`src/hdl/url_enc_pkg.sv`:
```
// Package for the URL percent encoder: the transfer record passed from the
// classifier to the serializer and the byte classification helpers.
// Depends on nothing.
package url_enc_pkg;

	// Printable range that may pass through unchanged.
	localparam logic [7:0] SAFE_LOW  = 8'd33;
	localparam logic [7:0] SAFE_HIGH = 8'd122;
	localparam logic [7:0] PCT_CHAR  = 8'h25;

	// Classified byte, ready for serialization.
	typedef struct packed {
		logic       escape;
		logic [7:0] raw_byte;
		logic [7:0] hi_digit;
		logic [7:0] lo_digit;
		logic       text_end;
	} enc_item_t;

	// Output slot within one escaped run.
	typedef enum logic [2:0] {
		PH_PCT = 3'b001,
		PH_HI  = 3'b010,
		PH_LO  = 3'b100
	} enc_phase_t;

	// Decide whether a byte must become a percent triplet.
	function automatic logic needs_escape(input logic [7:0] b);
		logic esc;
		esc = 1'b0;
		if (b < SAFE_LOW || b > SAFE_HIGH) begin
			esc = 1'b1;
		end else begin
			// " < > % \ ^ [ ] ` + $ , @ : ; / ! # ? = &
			case (b) inside
				8'h22, 8'h3C, 8'h3E, 8'h25, 8'h5C, 8'h5E, 8'h5B, 8'h5D,
				8'h60, 8'h2B, 8'h24, 8'h2C, 8'h40, 8'h3A, 8'h3B, 8'h2F,
				8'h21, 8'h23, 8'h3F, 8'h3D, 8'h26: esc = 1'b1;
				default: esc = 1'b0;
			endcase
		end
		return esc;
	endfunction

	// Map a nibble to its upper-case hex character.
	function automatic logic [7:0] hex_char(input logic [3:0] n);
		logic [7:0] c;
		if (n < 4'd10) begin
			c = 8'h30 + {4'h0, n};
		end else begin
			c = 8'h37 + {4'h0, n};
		end
		return c;
	endfunction

endpackage

```
`src/hdl/url_enc_classify.sv`:
```
// Classifier for the URL percent encoder: flags bytes that need escaping
// and forms their hex digits. Depends on url_enc_pkg.
module url_enc_classify (
	input  logic                  [7:0] byte_in,
	input  logic                        end_in,
	output url_enc_pkg::enc_item_t      item
);

	// Build the record for the held byte.
	always_comb begin
		item.escape   = url_enc_pkg::needs_escape(byte_in);
		item.raw_byte = byte_in;
		item.hi_digit = url_enc_pkg::hex_char(byte_in[7:4]);
		item.lo_digit = url_enc_pkg::hex_char(byte_in[3:0]);
		item.text_end = end_in;
	end

endmodule

```
`src/hdl/url_enc_serializer.sv`:
```
// Serializer for the URL percent encoder: steps through the one or three
// output bytes of a classified item into the output register.
// Depends on url_enc_pkg.
module url_enc_serializer (
	input  logic                       clk,
	input  logic                       arst_n,
	input  logic                       item_valid,
	input  url_enc_pkg::enc_item_t     item,
	output logic                       item_done,
	output logic                       out_valid,
	input  logic                       out_ready,
	output logic                 [7:0] out_byte,
	output logic                       run_last,
	output logic                       end_of_text
);

	url_enc_pkg::enc_phase_t phase_q;
	logic                    load;
	logic                    is_last;
	logic              [7:0] sel_byte;
	logic                    out_valid_q;
	logic              [7:0] out_byte_q;
	logic                    run_last_q;
	logic                    end_of_text_q;

	// Output register is free when empty or being drained this cycle.
	assign load = !out_valid_q || out_ready;

	// Pick the byte for the current slot.
	always_comb begin
		sel_byte = item.raw_byte;
		is_last  = 1'b1;
		if (item.escape) begin
			unique case (phase_q)
				url_enc_pkg::PH_PCT: begin
					sel_byte = url_enc_pkg::PCT_CHAR;
					is_last  = 1'b0;
				end
				url_enc_pkg::PH_HI: begin
					sel_byte = item.hi_digit;
					is_last  = 1'b0;
				end
				url_enc_pkg::PH_LO: begin
					sel_byte = item.lo_digit;
					is_last  = 1'b1;
				end
				default: begin
					sel_byte = item.raw_byte;
					is_last  = 1'b1;
				end
			endcase
		end
	end

	assign item_done = item_valid && load && is_last;

	// Advance the slot counter.
	always_ff @(posedge clk or negedge arst_n) begin
		if (!arst_n) begin
			phase_q <= url_enc_pkg::PH_PCT;
		end else if (item_valid && load) begin
			unique case (phase_q)
				url_enc_pkg::PH_PCT: phase_q <= is_last ? url_enc_pkg::PH_PCT
				                                        : url_enc_pkg::PH_HI;
				url_enc_pkg::PH_HI:  phase_q <= url_enc_pkg::PH_LO;
				url_enc_pkg::PH_LO:  phase_q <= url_enc_pkg::PH_PCT;
				default:             phase_q <= url_enc_pkg::PH_PCT;
			endcase
		end
	end

	// Hold or refill the output valid flag.
	always_ff @(posedge clk or negedge arst_n) begin
		if (!arst_n) begin
			out_valid_q <= 1'b0;
		end else if (load) begin
			out_valid_q <= item_valid;
		end
	end

	// Load the output payload.
	always_ff @(posedge clk) begin
		if (load && item_valid) begin
			out_byte_q    <= sel_byte;
			run_last_q    <= is_last;
			end_of_text_q <= is_last && item.text_end;
		end
	end

	assign out_valid   = out_valid_q;
	assign out_byte    = out_byte_q;
	assign run_last    = run_last_q;
	assign end_of_text = end_of_text_q;

	a_phase_onehot: assert property (@(posedge clk) disable iff (!arst_n)
		$onehot(phase_q))
		else $error("slot counter lost one-hot code");

	a_phase_needs_item: assert property (@(posedge clk) disable iff (!arst_n)
		phase_q != url_enc_pkg::PH_PCT |-> item_valid && item.escape)
		else $error("mid-run slot without an escaped item");

	a_eot_on_last: assert property (@(posedge clk) disable iff (!arst_n)
		out_valid && !run_last |-> !end_of_text)
		else $error("end of text raised before the end of a run");

	a_run_continues: assert property (@(posedge clk) disable iff (!arst_n)
		out_valid && out_ready && !run_last |=> out_valid)
		else $error("escaped run broken after a transfer");

endmodule

```
`src/hdl/url_percent_encoder.sv`:
```
// URL percent encoder.
// Input channel (in_valid/in_ready) carries one text byte, text_byte, and
// text_end, which marks the last byte of the text. Output channel
// (out_valid/out_ready) carries out_byte with run_last on the final byte of
// each input and end_of_text on the final byte of the last input.
// A byte in 33..122 that is not a reserved character passes through as one
// transfer; any other byte becomes '%' and two upper-case hex digits.
// Each input byte passes through the input register, then the output
// register, before it can transfer; a stalled receiver holds it in the
// output register.
// Throughput: one input per cycle for passthrough bytes while the receiver
// keeps out_ready high; an escaped byte takes three output register loads.
// The output register lets the next byte be taken while a result waits;
// when the receiver stalls, the held item stays in the input register and
// in_ready drops until its last output byte enters the output register.
// Reset clears the valid flags and the slot counter; the payload registers
// are not reset, and no clearing pass is needed.
// Depends on url_enc_pkg, url_enc_classify and url_enc_serializer.
module url_percent_encoder (
	input  logic       clk,
	input  logic       arst_n,
	input  logic       in_valid,
	output logic       in_ready,
	input  logic [7:0] text_byte,
	input  logic       text_end,
	output logic       out_valid,
	input  logic       out_ready,
	output logic [7:0] out_byte,
	output logic       run_last,
	output logic       end_of_text
);

	logic                   valid_s1;
	logic             [7:0] byte_s1;
	logic                   end_s1;
	logic                   item_done;
	url_enc_pkg::enc_item_t item;

	// Accept when the stage is empty or its last byte leaves this cycle.
	assign in_ready = !valid_s1 || item_done;

	// Hold the input stage valid flag.
	always_ff @(posedge clk or negedge arst_n) begin
		if (!arst_n) begin
			valid_s1 <= 1'b0;
		end else if (in_ready) begin
			valid_s1 <= in_valid;
		end
	end

	// Capture the input payload on transfer.
	always_ff @(posedge clk) begin
		if (in_valid && in_ready) begin
			byte_s1 <= text_byte;
			end_s1  <= text_end;
		end
	end

	url_enc_classify u_classify (
		.byte_in (byte_s1),
		.end_in  (end_s1),
		.item    (item)
	);

	url_enc_serializer u_serializer (
		.clk         (clk),
		.arst_n      (arst_n),
		.item_valid  (valid_s1),
		.item        (item),
		.item_done   (item_done),
		.out_valid   (out_valid),
		.out_ready   (out_ready),
		.out_byte    (out_byte),
		.run_last    (run_last),
		.end_of_text (end_of_text)
	);

endmodule
```
`config.mk`:
```
export PLATFORM = sky130hd
export DESIGN_NAME = url_percent_encoder
export DESIGN_NICKNAME = d
export VERILOG_FILES = /design/src/hdl/url_enc_pkg.sv /design/src/hdl/url_enc_classify.sv /design/src/hdl/url_enc_serializer.sv /design/src/hdl/url_percent_encoder.sv
export SDC_FILE = /design/constraint.sdc
export NUM_CORES = 1
export LEC_CHECK = 0
export BUFFER_PORTS_ARGS = -buffer_cell sky130_fd_sc_hd__buf_2
export CORE_MARGIN = 2
export CORE_UTILIZATION = 45
export CTS_CLUSTER_SIZE = 14
export DETAILED_ROUTE_END_ITERATION = 12
export GPL_ROUTABILITY_DRIVEN = 1
export PLACE_DENSITY = 0.65
export SKIP_LAST_GASP = 1
export SLEW_MARGIN = 20
export SYNTH_ARGS = -nofsm -noshare
export SYNTH_HDL_FRONTEND = slang
export SYNTH_SLANG_ARGS = --single-unit
```
`constraint.sdc`:
```
create_clock -name clk -period 2.8 [get_ports clk]
set_clock_uncertainty 0.15 [all_clocks]
set_input_delay 0.42 -clock clk [delete_from_list [all_inputs] [get_ports clk]]
set_output_delay 0.42 -clock clk [all_outputs]
set_load 0.01 [all_outputs]
```
==> results of run 1 <==
==> synthesized netlist by cell type, types with 2 or more instances <==
master | instances | area share [%]
sky130_fd_sc_hd__a211o_1 | 2 | 1.1
sky130_fd_sc_hd__a211oi_1 | 3 | 1.4
sky130_fd_sc_hd__a21boi_1 | 2 | 0.96
sky130_fd_sc_hd__a21oi_1 | 7 | 2.2
sky130_fd_sc_hd__a2bb2oi_1 | 3 | 1.7
sky130_fd_sc_hd__buf_4 | 2 | 0.96
sky130_fd_sc_hd__buf_6 | 2 | 1.4
sky130_fd_sc_hd__dfrtp_1 | 4 | 6.4
sky130_fd_sc_hd__edfxtp_1 | 19 | 36
sky130_fd_sc_hd__ha_1 | 10 | 8.0
sky130_fd_sc_hd__inv_1 | 10 | 2.4
sky130_fd_sc_hd__mux2_4 | 2 | 1.9
sky130_fd_sc_hd__nand2_1 | 12 | 2.9
sky130_fd_sc_hd__nand2b_1 | 4 | 1.6
sky130_fd_sc_hd__nand3_1 | 2 | 0.64
sky130_fd_sc_hd__nor2_1 | 7 | 1.7
sky130_fd_sc_hd__nor2b_1 | 2 | 0.80
sky130_fd_sc_hd__nor3_1 | 5 | 1.6
sky130_fd_sc_hd__o21ai_0 | 12 | 3.8
sky130_fd_sc_hd__o21ai_1 | 2 | 0.64
sky130_fd_sc_hd__o22a_1 | 2 | 1.1
==> cell usage in the layout, fill, tap and decap left out, drive strengths merged, types with 3 or more instances in the layout <==
cell type	netlist	routed
buf	5	39
edfxtp	19	19
o21ai	15	15
nand2	12	12
inv	10	10
ha	10	10
a21oi	8	8
nor2	7	7
nor3	5	5
nand2b	4	4
dfrtp	4	4
a211oi	4	4
clkbuf	0	4
a2bb2oi	3	3
==> how the worst max path moves through the flow <==
stage	start	endpoint	slack, ps	cells after the start
2_1_floorplan	byte_s1[1]	byte_s1[0]	60	7
5_1_grt	byte_s1[1]	in_ready	-50	8
3_5_place_dp	byte_s1[1]	u_serializer.out_byte[2]	180	8
4_1_cts	byte_s1[4]	in_ready	10	8
6_report	byte_s1[1]	in_ready	120	8
3_3_place_gp	byte_s1[1]	u_serializer.out_byte[2]	260	7
==> final cells by class <==
type | instances | area, um^2 | area share [%]
timing repair buffer | 41 | 255 | 13.3
sequential | 24 | 697 | 36.2
clock buffer | 4 | 36.3 | 1.89
tap | 46 | 57.6 | 2.99
multi-input combinational | 102 | 840 | 43.7
inverter | 10 | 37.5 | 1.95
==> power groups by stage <==
stage / clock network, W / registers, W / logic, W
after global placement: 0 / 0.000672 / 0.000816
after detailed placement: 0 / 0.000677 / 0.000830
after global routing: 0.000199 / 0.000685 / 0.000988
after CTS: 0.000184 / 0.000666 / 0.000844
after floorplan: 0 / 0.000678 / 0.000589
final: 0.000178 / 0.000668 / 0.000904
==> timing repair <==
| item | CTS | global route |
|---|---|---|
| setup endpoints to repair | 1 | 1 |
| resized for setup | 0 | 16 |
| hold endpoints to repair | 5 | 0 |
| gates cloned | 0 | 0 |
| setup buffers | 2 | 8 |
| pin swaps | 0 | 7 |
| hold buffers | 1 | 0 |
==> registers in the layout, indices dropped and copies added, names as in the netlist <==
register,flops
byte_s1,8
end_s1,1
u_serializer.end_of_text,1
u_serializer.run_last,1
valid_s1,1
u_serializer.out_valid,1
u_serializer.out_byte,8
u_serializer.phase_q,3
==> stage by stage <==
stage,util (%),std cells,cell area [um^2]
floorplan,-,141,1570
global placement,52.5,212,1750
detailed placement,52.5,212,1750
CTS,54.3,219,1810
global route,57.6,227,1920
finish,57.6,227,1920
==> per-layer routing <==
layer	vias up	wire length, um
met1	599	1390
met4	0	83
li1	610	-
met5	-	0
met2	42	1730
met3	8	143
==> critical path, delay by kind of cell (launching register included) <==
kind / cells / cell delay [ps]
buffers and inverters: 2 / 240
AOI/OAI and AO/OA: 4 / 540
adders and majority gates: 1 / 200
and+or+nand+nor: 1 / 360
DFF: 1 / 470
==> cells by family (layout without fill, tap and decap cells) <==
| group | Yosys count | after routing | synth area share, % |
|---|---|---|---|
| XOR/XNOR | 1 | 1 | 0.560 |
| adder cells (fa/ha/maj) | 10 | 10 | 7.99 |
| multiplexers | 2 | 2 | 1.92 |
| buffers and inverters | 15 | 55 | 5.12 |
| AO/OA/AOI/OAI | 50 | 50 | 25.7 |
| flip-flops | 24 | 24 | 44.5 |
| AND/OR/NAND/NOR | 39 | 39 | 14.2 |
==> results.txt, run 1 <==
The flow ran to the end, and the final reports show no timing, DRC or antenna violations. The pin count of the biggest net entering global routing came out at 15. The worst setup path is launched from a flip-flop. The site row count is 21.

Once the floorplan was initialized, standard cells occupied 46.9% of the core. The maximum resistive drop on vdd is 0.499 mV. The sum of overflow across all layers after global routing came out at 0. Setup repair after global routing could not meet its margin everywhere.

Synthesis produced a netlist with a net count of 164. Hold is met by 129 ps. The clock group share of total power came out at 10.2%.

The setup path with the least slack is of type reg -> out. Data on the critical path is required at its endpoint by 2230 ps. The number of enable flip-flop cells after synthesis is 19.

The fraction of registers with async set/reset is 20.8%. The power density over the cells came out at 910 nW/um^2. The number of global-route vias before repair was 1197. The worst hold path endpoint is byte_s1[3]. The portion of the post-synthesis area used by sequential elements came out at 44.5%. The worst setup slack before clock tree synthesis came out at 178 ps. The first global-routing pass estimated 5.49 mm of wire. The residual DRC count came out at 0.

For met1 alone, demand over resource in global routing was 21.2%. Sequential cells account for 38.2% of the total power. After legalization and detailed placement, the total HPWL measured 2.46 mm. The number of antenna violations at the first check in global routing is 0.

The total wirelength of the detailed-routed design came out at 3.34 mm. The first-iteration detailed-routing DRC count is 49. The fraction of power spent switching nets came out at 39.2%.

The aggregate global-route resource usage came out at 17.5%. The worst path needs 2680 ps of the cycle, external delays included. The biggest fanout along the worst timing path is 4. The floorplan step defined a die boundary enclosing 3970 um^2.

Each instance of the synthesized netlist takes up on average 11.1 um^2. For this design the total switching power over the nets is 0.000686 W. The ratio of cells with drive above 1 in the final layout is 39.8%. The cell area after synthesis is 1570 um^2. The count of antenna diodes in the layout is 0. The number of cells on the worst reg-to-reg path is 7.

The die boundary width is 63.0 um. Global routing consumed, on the met2 layer, 30.6% of the routing resources. The path class of the tightest hold or removal check is in -> reg. The worst hold path cell count came out at 1. The area growth from synthesis to layout came out at 22.9%.

The number of instances in the synthesized netlist came out at 141. The part of the total power dissipated in combinational logic came out at 51.7%. The distinct cell type count of the synthesized netlist came out at 48. The leakage power of the design is 0.783 nW. The most frequently used flop master after synthesis is sky130_fd_sc_hd__edfxtp_1. The number of endpoints with negative hold slack in the final report came out at 0. In the post-route analysis, the smallest setup slack over all paths is 118 ps. In this run the tool buffered the top-level ports with 24 buffer cells.

The antenna violation net count after detailed routing is 0. The max-slew headroom at the worst pin came out at 67.0%. The final number of max-transition violations is 0.

The critical path capture point type is an output port. The total number of H-tree levels is 1. The clock drives 24 sinks. The core footprint came out at 3340 um^2.

The count of boundary I/O pins is 25. The maximum operating frequency came out at 0.373 GHz. The cell with the biggest individual delay on the critical path is sky130_fd_sc_hd__edfxtp_1. Counting the buffers created by CTS gives 3. The internal portion of the total power is 0.00106 W.

The Yosys step of the flow raised 0 warnings. The TritonCTS clock tree is done. Clock tree synthesis selected as its root buffer the cell sky130_fd_sc_hd__clkbuf_4. In the final design database the tool counted 205 nets.

The maximum root-to-sink buffer count came out at 2. In this run the critical register-to-register path is launched from byte_s1[4]. The number of storage elements in the synthesis netlist is 24. The routed layout has 1259 vias. The final-layout setup total negative slack came out at 0 ps.

In the routed layout, each cell is associated on average with a via count of 5.55. The global routing usage on met3 came out at 3.96%. Power comes to 0.00175 W.

Dividing the detail-routed wire length by the instance count gives 14.7 um. The critical path arrival is 2110 ps. The reported max-cap violation count came out at 0. The worst-skew pair later-pin latency is 310 ps. The number of failing setup endpoints in the final timing report came out at 0. The reg-to-reg critical path endpoint is u_serializer.out_byte[2]. The final cycle utilization of the critical path is 95.8%.

The total iterations of the first detailed-routing run is 4. The floorplan step set the die height to 63.0 um. The signal on the critical path passes through inv_2 > ha_2 > o21bai_1 > a21boi_2 > nor4b_4 > o21ai_4 > a31oi_1 > buf_2. Setup slack on the worst reg-to-reg path comes out at 290 ps. The hold path startpoint is text_byte[3]. In this design, the stage delay of the slowest critical-path cell is 470 ps. For the pin with the worst max-slew slack, the measured transition is 495 ps. In this run the most used layer during global routing was met2. The clock-pin slew of the registers on the worst-case setup and hold paths is 120 ps.

The count of fill cells added during filler insertion is 282. The final weighted congestion in routability-driven placement is 0.870.
Power figures use the tool's default switching activity.
==> run 2: changes to the inputs <==
Settings changed: CORE_ASPECT_RATIO set to 0.9.
==> results.txt, run 2 (synthesis gave the netlist of run 1 again) <==
The die boundary width is 66.2 um (+5.1%). The total iterations of the first detailed-routing run is 4 (unchanged). The routed length per placed instance is 14.0 um (-5.0%). The critical path required time was 2230 ps (about the same).

The number of cells on the worst reg-to-reg path came out at 7 (unchanged). The clock root buffer is sky130_fd_sc_hd__clkbuf_8. The worst-skew pair later-pin latency is 260 ps (-50 ps). The sum of overflow across all layers after global routing came out at 0 (unchanged).

The pin count of the biggest net entering global routing is 15 (unchanged). The post-layout instance area came out at 1860 um^2 (-3.4%). The type of origin of the critical path is a flip-flop. The maximum resistive drop on vdd came out at 0.449 mV (-10%). The final number of max-transition violations came out at 0 (unchanged). The ratio of cells with drive above 1 in the final layout is 31.5% (-8.3 points). The worst flop-to-flop path startpoint is byte_s1[4]. The number of endpoints with negative hold slack in the final report is 0 (unchanged). The quantity of I/O buffers inserted on ports came out at 24 (unchanged).

The final cycle utilization of the critical path is 95.7% (about the same). The global-route wire length before repair came out at 4.91 mm (-10%). The leakage power of the design came to 0.769 nW (-1.7%). The CTS buffer count is 3 (unchanged).

The clock-pin slew of the registers on the worst-case setup and hold paths was 70 ps (-50 ps). The count of antenna diodes in the layout was 0 (unchanged). The total wirelength of the detailed-routed design came to 3.10 mm (-7.1%). The initial standard-cell utilization of the core is 46.7% (-0.23 points). The area enclosed by the die boundary was 3970 um^2 (about the same). The core footprint came out at 3350 um^2 (+0.49%). The maximum operating frequency came out at 0.373 GHz (about the same).

The number of antenna violations at the first check in global routing is 0 (unchanged). The count of nets after finishing is 202 (-1.5%). The via count normalized by instance count is 5.41 (-2.4%).

The final weighted congestion in routability-driven placement is 0.902 (+3.6%). The estimated wirelength of the detail-placed design is 2.33 mm (-5.4%). The critical path is of the reg -> out type. In the layout the commonest cells are sky130_fd_sc_hd__buf_2, sky130_fd_sc_hd__edfxtp_1, sky130_fd_sc_hd__buf_4, sky130_fd_sc_hd__nand2_1, sky130_fd_sc_hd__o21ai_0. The biggest fanout along the worst timing path is 4 (unchanged).

The critical path capture point is in_ready. The run finished with clean final reports. STA classifies the critical path endpoint as an output port. The minimum period implied by the final worst setup slack is 2680 ps (-1.34 ps).

The maximum root-to-sink buffer count is 2 (unchanged). The total number of H-tree levels is 1 (unchanged). The count of boundary I/O pins is 25 (unchanged). The setup slack of the worst register-to-register path is 240 ps (-50 ps). The first-iteration detailed-routing DRC count is 82 (+67%). The slew at the pin closest to its max-slew limit came out at 463 ps (-32.2 ps).

The detailed-route via count is 1202 (-4.5%). The chip height came out at 60.0 um (-4.8%). The reported max-cap violation count came out at 0 (unchanged). The type of the most critical hold path is in -> reg. The TritonCTS clock tree is done.

The reg-to-reg critical path endpoint is u_serializer.out_byte[4]. The commonest non-fill, non-tap cell in the layout is sky130_fd_sc_hd__buf_2. The max-slew headroom at the worst pin came to 69.2% (+2.1 points). The hold path startpoint is text_byte[7]. The count of fill cells added during filler insertion was 311 (+10%). The post-place instance area is 1740 um^2 (-0.57%). Tracing the worst setup path back leads to its startpoint at byte_s1[4]. The number of failing setup endpoints in the final timing report came out at 0 (unchanged). The antenna violation net count after detailed routing is 0 (unchanged). The aggregate global-route resource usage came out at 16.3% (-1.3 points).

The site row count came out at 20 (-4.8%). The core utilization of the finished layout came to 55.4% (-2.3 points). The setup slack of the critical path after layout is 120 ps (+1.34 ps). The area growth from synthesis to layout came out at 18.6%. The number of global-route vias before repair came to 1090 (-8.9%). The critical path arrival came to 2110 ps (about the same). The power density over the cells was 930 nW/um^2 (+2.2%).

The total clock sinks came out at 24 (unchanged). The worst setup slack before clock tree synthesis is 183 ps (+5.20 ps). The residual DRC count came out at 0 (unchanged).
==> run 2: timing repair <==
| item | CTS | global route |
|---|---|---|
| setup endpoints to repair | 0 | 1 |
| resized for setup | 0 | 2 |
| buffers inserted | 0 | 8 |
| endpoints found under the hold margin | 4 | 0 |
| hold buffers | 1 | 0 |
==> run 2: per-stage QoR <==
stage	power [W]	TNS, ps	hold WS (ps)	instances
2_1_floorplan	0.00127	0	-25.6	141
4_1_cts	0.00170	0	180	214
6_report	0.00173	0	185	222
3_3_place_gp	0.00148	0	86.9	209
3_5_place_dp	0.00149	0	92.8	209
5_1_grt	0.00185	-5.04	176	222
==> run 2: worst min-delay path by stage <==
stage	endpoint	slack, ps	cells after the start
6_report	byte_s1[7]	180	1
5_1_grt	byte_s1[0]	180	1
4_1_cts	byte_s1[4]	180	1
3_5_place_dp	u_serializer.phase_q[1]	90	1
3_3_place_gp	u_serializer.phase_q[1]	90	1
2_1_floorplan	u_serializer.out_valid	-30	0
==> run 2: area by class of cell <==
class | count | area (um^2) | share of cell area, %
flip-flops and latches | 24 | 697 | 37.5
clock buffers | 4 | 45.0 | 2.43
multi-input cells | 102 | 795 | 42.8
well taps | 44 | 55.1 | 2.96
repair buffers | 38 | 228 | 12.3
inverters | 10 | 37.5 | 2.02
==> run 2: power by group <==
part           total, W  switching, W  internal (W)
combinational  0.000862      0.000464      0.000398
clock          0.000197     0.0000955      0.000101
sequential     0.000668      0.000101      0.000568
total           0.00173      0.000660       0.00107
==> run 2: critical path, stage by stage (launching register included) <==
cell and delay, ps:
sky130_fd_sc_hd__edfxtp_1 430, sky130_fd_sc_hd__inv_1 170, sky130_fd_sc_hd__ha_1 250, sky130_fd_sc_hd__o21ai_0 120
sky130_fd_sc_hd__o21a_2 220, sky130_fd_sc_hd__o31a_1 290, sky130_fd_sc_hd__o21ai_4 110, sky130_fd_sc_hd__a31oi_1 110
sky130_fd_sc_hd__buf_2 150
==> run 2: per-layer routing <==
metal	GRT usage [%]	routed length, um	vias to the layer above
met2	29.7	1550	41
met5	0	0	-
met4	1.75	13	0
met3	3.39	220	4
li1	-	-	602
met1	20.5	1320	555
==> run 3: changes to the inputs <==
Settings changed: CTS_BUF_LIST set to sky130_fd_sc_hd__clkbuf_4 sky130_fd_sc_hd__clkbuf_8 sky130_fd_sc_hd__clkbuf_16.
==> results.txt, run 3 (synthesis gave the netlist of run 1 again) <==
The count of nets after finishing came out at 202 (unchanged). The worst stage delay on the critical path is 460 ps (+30 ps). The cell with the biggest individual delay on the critical path is sky130_fd_sc_hd__edfxtp_1. The CTS buffer count is 3 (unchanged). The maximum root-to-sink buffer count was 2 (unchanged). The antenna violation net count after detailed routing came out at 0 (unchanged).

The signal on the critical path passes through buf_4 > ha_1 > o21bai_1 > a21boi_1 > nor4b_4 > o21ai_4 > a31oi_1 > buf_2. The via count normalized by instance count is 5.48 (+1.2%). The quantity of I/O buffers inserted on ports is 24 (unchanged). The maximum resistive drop on vdd came out at 0.451 mV (+0.35%). The post-place instance area came to 1740 um^2 (unchanged). The final cycle utilization of the critical path came out at 95.5% (-0.19 points).

The area of the multi-input gates came out at 795 um^2 (unchanged). The total number of H-tree levels came to 1 (unchanged). The total clock sinks came out at 24 (unchanged). The worst register-to-register path begins at byte_s1[4].

The site row count came to 20 (unchanged). The power density over the cells came out at 934 nW/um^2 (+0.41%). The ratio of cells with drive above 1 in the final layout came out at 32.0% (+0.56 points). The reported max-cap violation count came out at 0 (unchanged).

The worst hold path cell count is 1 (unchanged). The first-iteration detailed-routing DRC count is 71 (-13%). In this run the most critical hold path is launched from text_byte[7].

The area enclosed by the die boundary came out at 3970 um^2 (unchanged). The final number of max-transition violations is 0 (unchanged). The post-layout instance area came out at 1860 um^2 (+0.20%).

Compared with the post-synthesis result, the final layout area differs by 18.9%. The core footprint was 3350 um^2 (unchanged). The worst setup path is captured at an output port. The overall power after layout came out at 0.00174 W (+0.61%).

The critical path arrival came to 2100 ps (about the same). TritonCTS built the clock tree. The number of cells on the worst reg-to-reg path came to 7 (unchanged). The aggregate global-route resource usage came out at 16.5% (+0.20 points). The area taken by flip-flops and latches is 697 um^2 (unchanged). The slew at the pin closest to its max-slew limit is 475 ps (+11.9 ps). In the layout the commonest cells are sky130_fd_sc_hd__buf_2, sky130_fd_sc_hd__edfxtp_1, sky130_fd_sc_hd__buf_4, sky130_fd_sc_hd__nand2_1, sky130_fd_sc_hd__o21ai_0. The max-slew headroom at the worst pin came to 68.4% (-0.80 points). The min-delay analysis places its worst path in the category in -> reg. The global-route wire length before repair came to 4.96 mm (+1.0%).

The worst setup path is launched from a flip-flop. The leakage power of the design came out at 0.773 nW (+0.44%). The setup slack of the worst register-to-register path came out at 250 ps (about the same). The die boundary width is 66.2 um (unchanged). The count of boundary I/O pins was 25 (unchanged). The path with the worst hold slack has its endpoint at byte_s1[7]. The number of global-route vias before repair is 1092 (+0.18%).

The clock-pin slew of the registers on the worst-case setup and hold paths is 70 ps (about the same). The detailed-route via count came out at 1217 (+1.2%). The clock root buffer is sky130_fd_sc_hd__clkbuf_8. The routed length per placed instance is 13.8 um (-1.0%). The sum of overflow across all layers after global routing is 0 (unchanged). The flow ran to the end, and the final reports show no timing, DRC or antenna violations. The biggest fanout along the worst timing path came to 5 (+1). The initial standard-cell utilization of the core is 46.7% (unchanged). The commonest non-fill, non-tap cell in the layout is sky130_fd_sc_hd__buf_2. The maximum operating frequency came to 0.374 GHz (+0.20%). The worst-skew pair later-pin latency is 260 ps (about the same). The estimated wirelength of the detail-placed design is 2.33 mm (unchanged). The count of antenna diodes in the layout was 0 (unchanged). The critical path required time came out at 2230 ps (about the same). The number of antenna violations at the first check in global routing is 0 (unchanged). The count of fill cells added during filler insertion was 312 (+0.32%). The minimum period implied by the final worst setup slack is 2670 ps (-5.40 ps). The total iterations of the first detailed-routing run came out at 4 (unchanged).

The number of endpoints with negative hold slack in the final report came to 0 (unchanged). The pin count of the biggest net entering global routing is 15 (unchanged). The kind of critical path is reg -> out. The worst slack on hold paths is 185 ps (-0.388 ps).

The final weighted congestion in routability-driven placement came out at 0.902 (unchanged). The number of failing setup endpoints in the final timing report is 0 (unchanged). The residual DRC count is 0 (unchanged). The total wirelength of the detailed-routed design is 3.07 mm (-1.0%). In this run the critical register-to-register path is captured at u_serializer.out_byte[4]. The chip height came out at 60.0 um (unchanged).
-- run 3: what timing repair did --
item / in CTS / in global routing
gates resized for setup: 0 / 2
setup buffers: 0 / 8
endpoints found under the setup margin: 0 / 1
hold buffers: 1 / 0
endpoints found under the hold margin: 4 / 0
-- run 3: worst max-delay path, delay by kind of cell (launching register included) --
family                     cells  cell delay, ps
adders and majority gates      1             200
DFF                            1             460
and+or+nand+nor                1             330
buffers and inverters          2             330
AOI/OAI and AO/OA              4             520
-- run 3: metrics by stage --
step	util [%]	setup TNS (ps)	setup WS (ps)	std cells
5_1_grt	55.5	-5.04	-5.04	222
6_report	55.5	0	125	222
2_1_floorplan	-	0	62.8	141
3_5_place_dp	51.9	0	183	209
3_3_place_gp	51.9	0	255	209
4_1_cts	53.7	0	32.9	214
-- run 3: cell type report --
type	instances	area share [%]
Clock buffer	4	2.62
Inverter	10	2.02
Multi-Input combinational cell	102	42.7
Sequential cell	24	37.5
Tap cell	44	2.96
Timing Repair Buffer	38	12.2
-- run 3: worst max-delay path by stage --
stage / to / slack (ps) / startpoint
3_3_place_gp: u_serializer.out_byte[2] / 260 / byte_s1[1]
2_1_floorplan: byte_s1[0] / 60 / byte_s1[1]
5_1_grt: in_ready / -5 / byte_s1[1]
6_report: in_ready / 130 / byte_s1[1]
3_5_place_dp: u_serializer.out_byte[4] / 180 / byte_s1[1]
4_1_cts: in_ready / 30 / byte_s1[1]
-- run 3: power breakdown --
group / leakage (nW) / total, W / internal (W) / switching [W]
registers: 0.239 / 0.000669 / 0.000568 / 0.000101
logic: 0.508 / 0.000862 / 0.000398 / 0.000464
clock network: 0.0262 / 0.000206 / 0.000111 / 0.0000955
-- run 3: routing by layer --
| metal | track usage [%] | vias to the layer above | wire [um] |
|---|---|---|---|
| met2 | 29.6 | 46 | 1520 |
| met3 | 3.39 | 4 | 233 |
| li1 | - | 602 | - |
| met5 | 0 | - | 0 |
| met1 | 21.2 | 565 | 1300 |
| met4 | 1.75 | 0 | 14 |
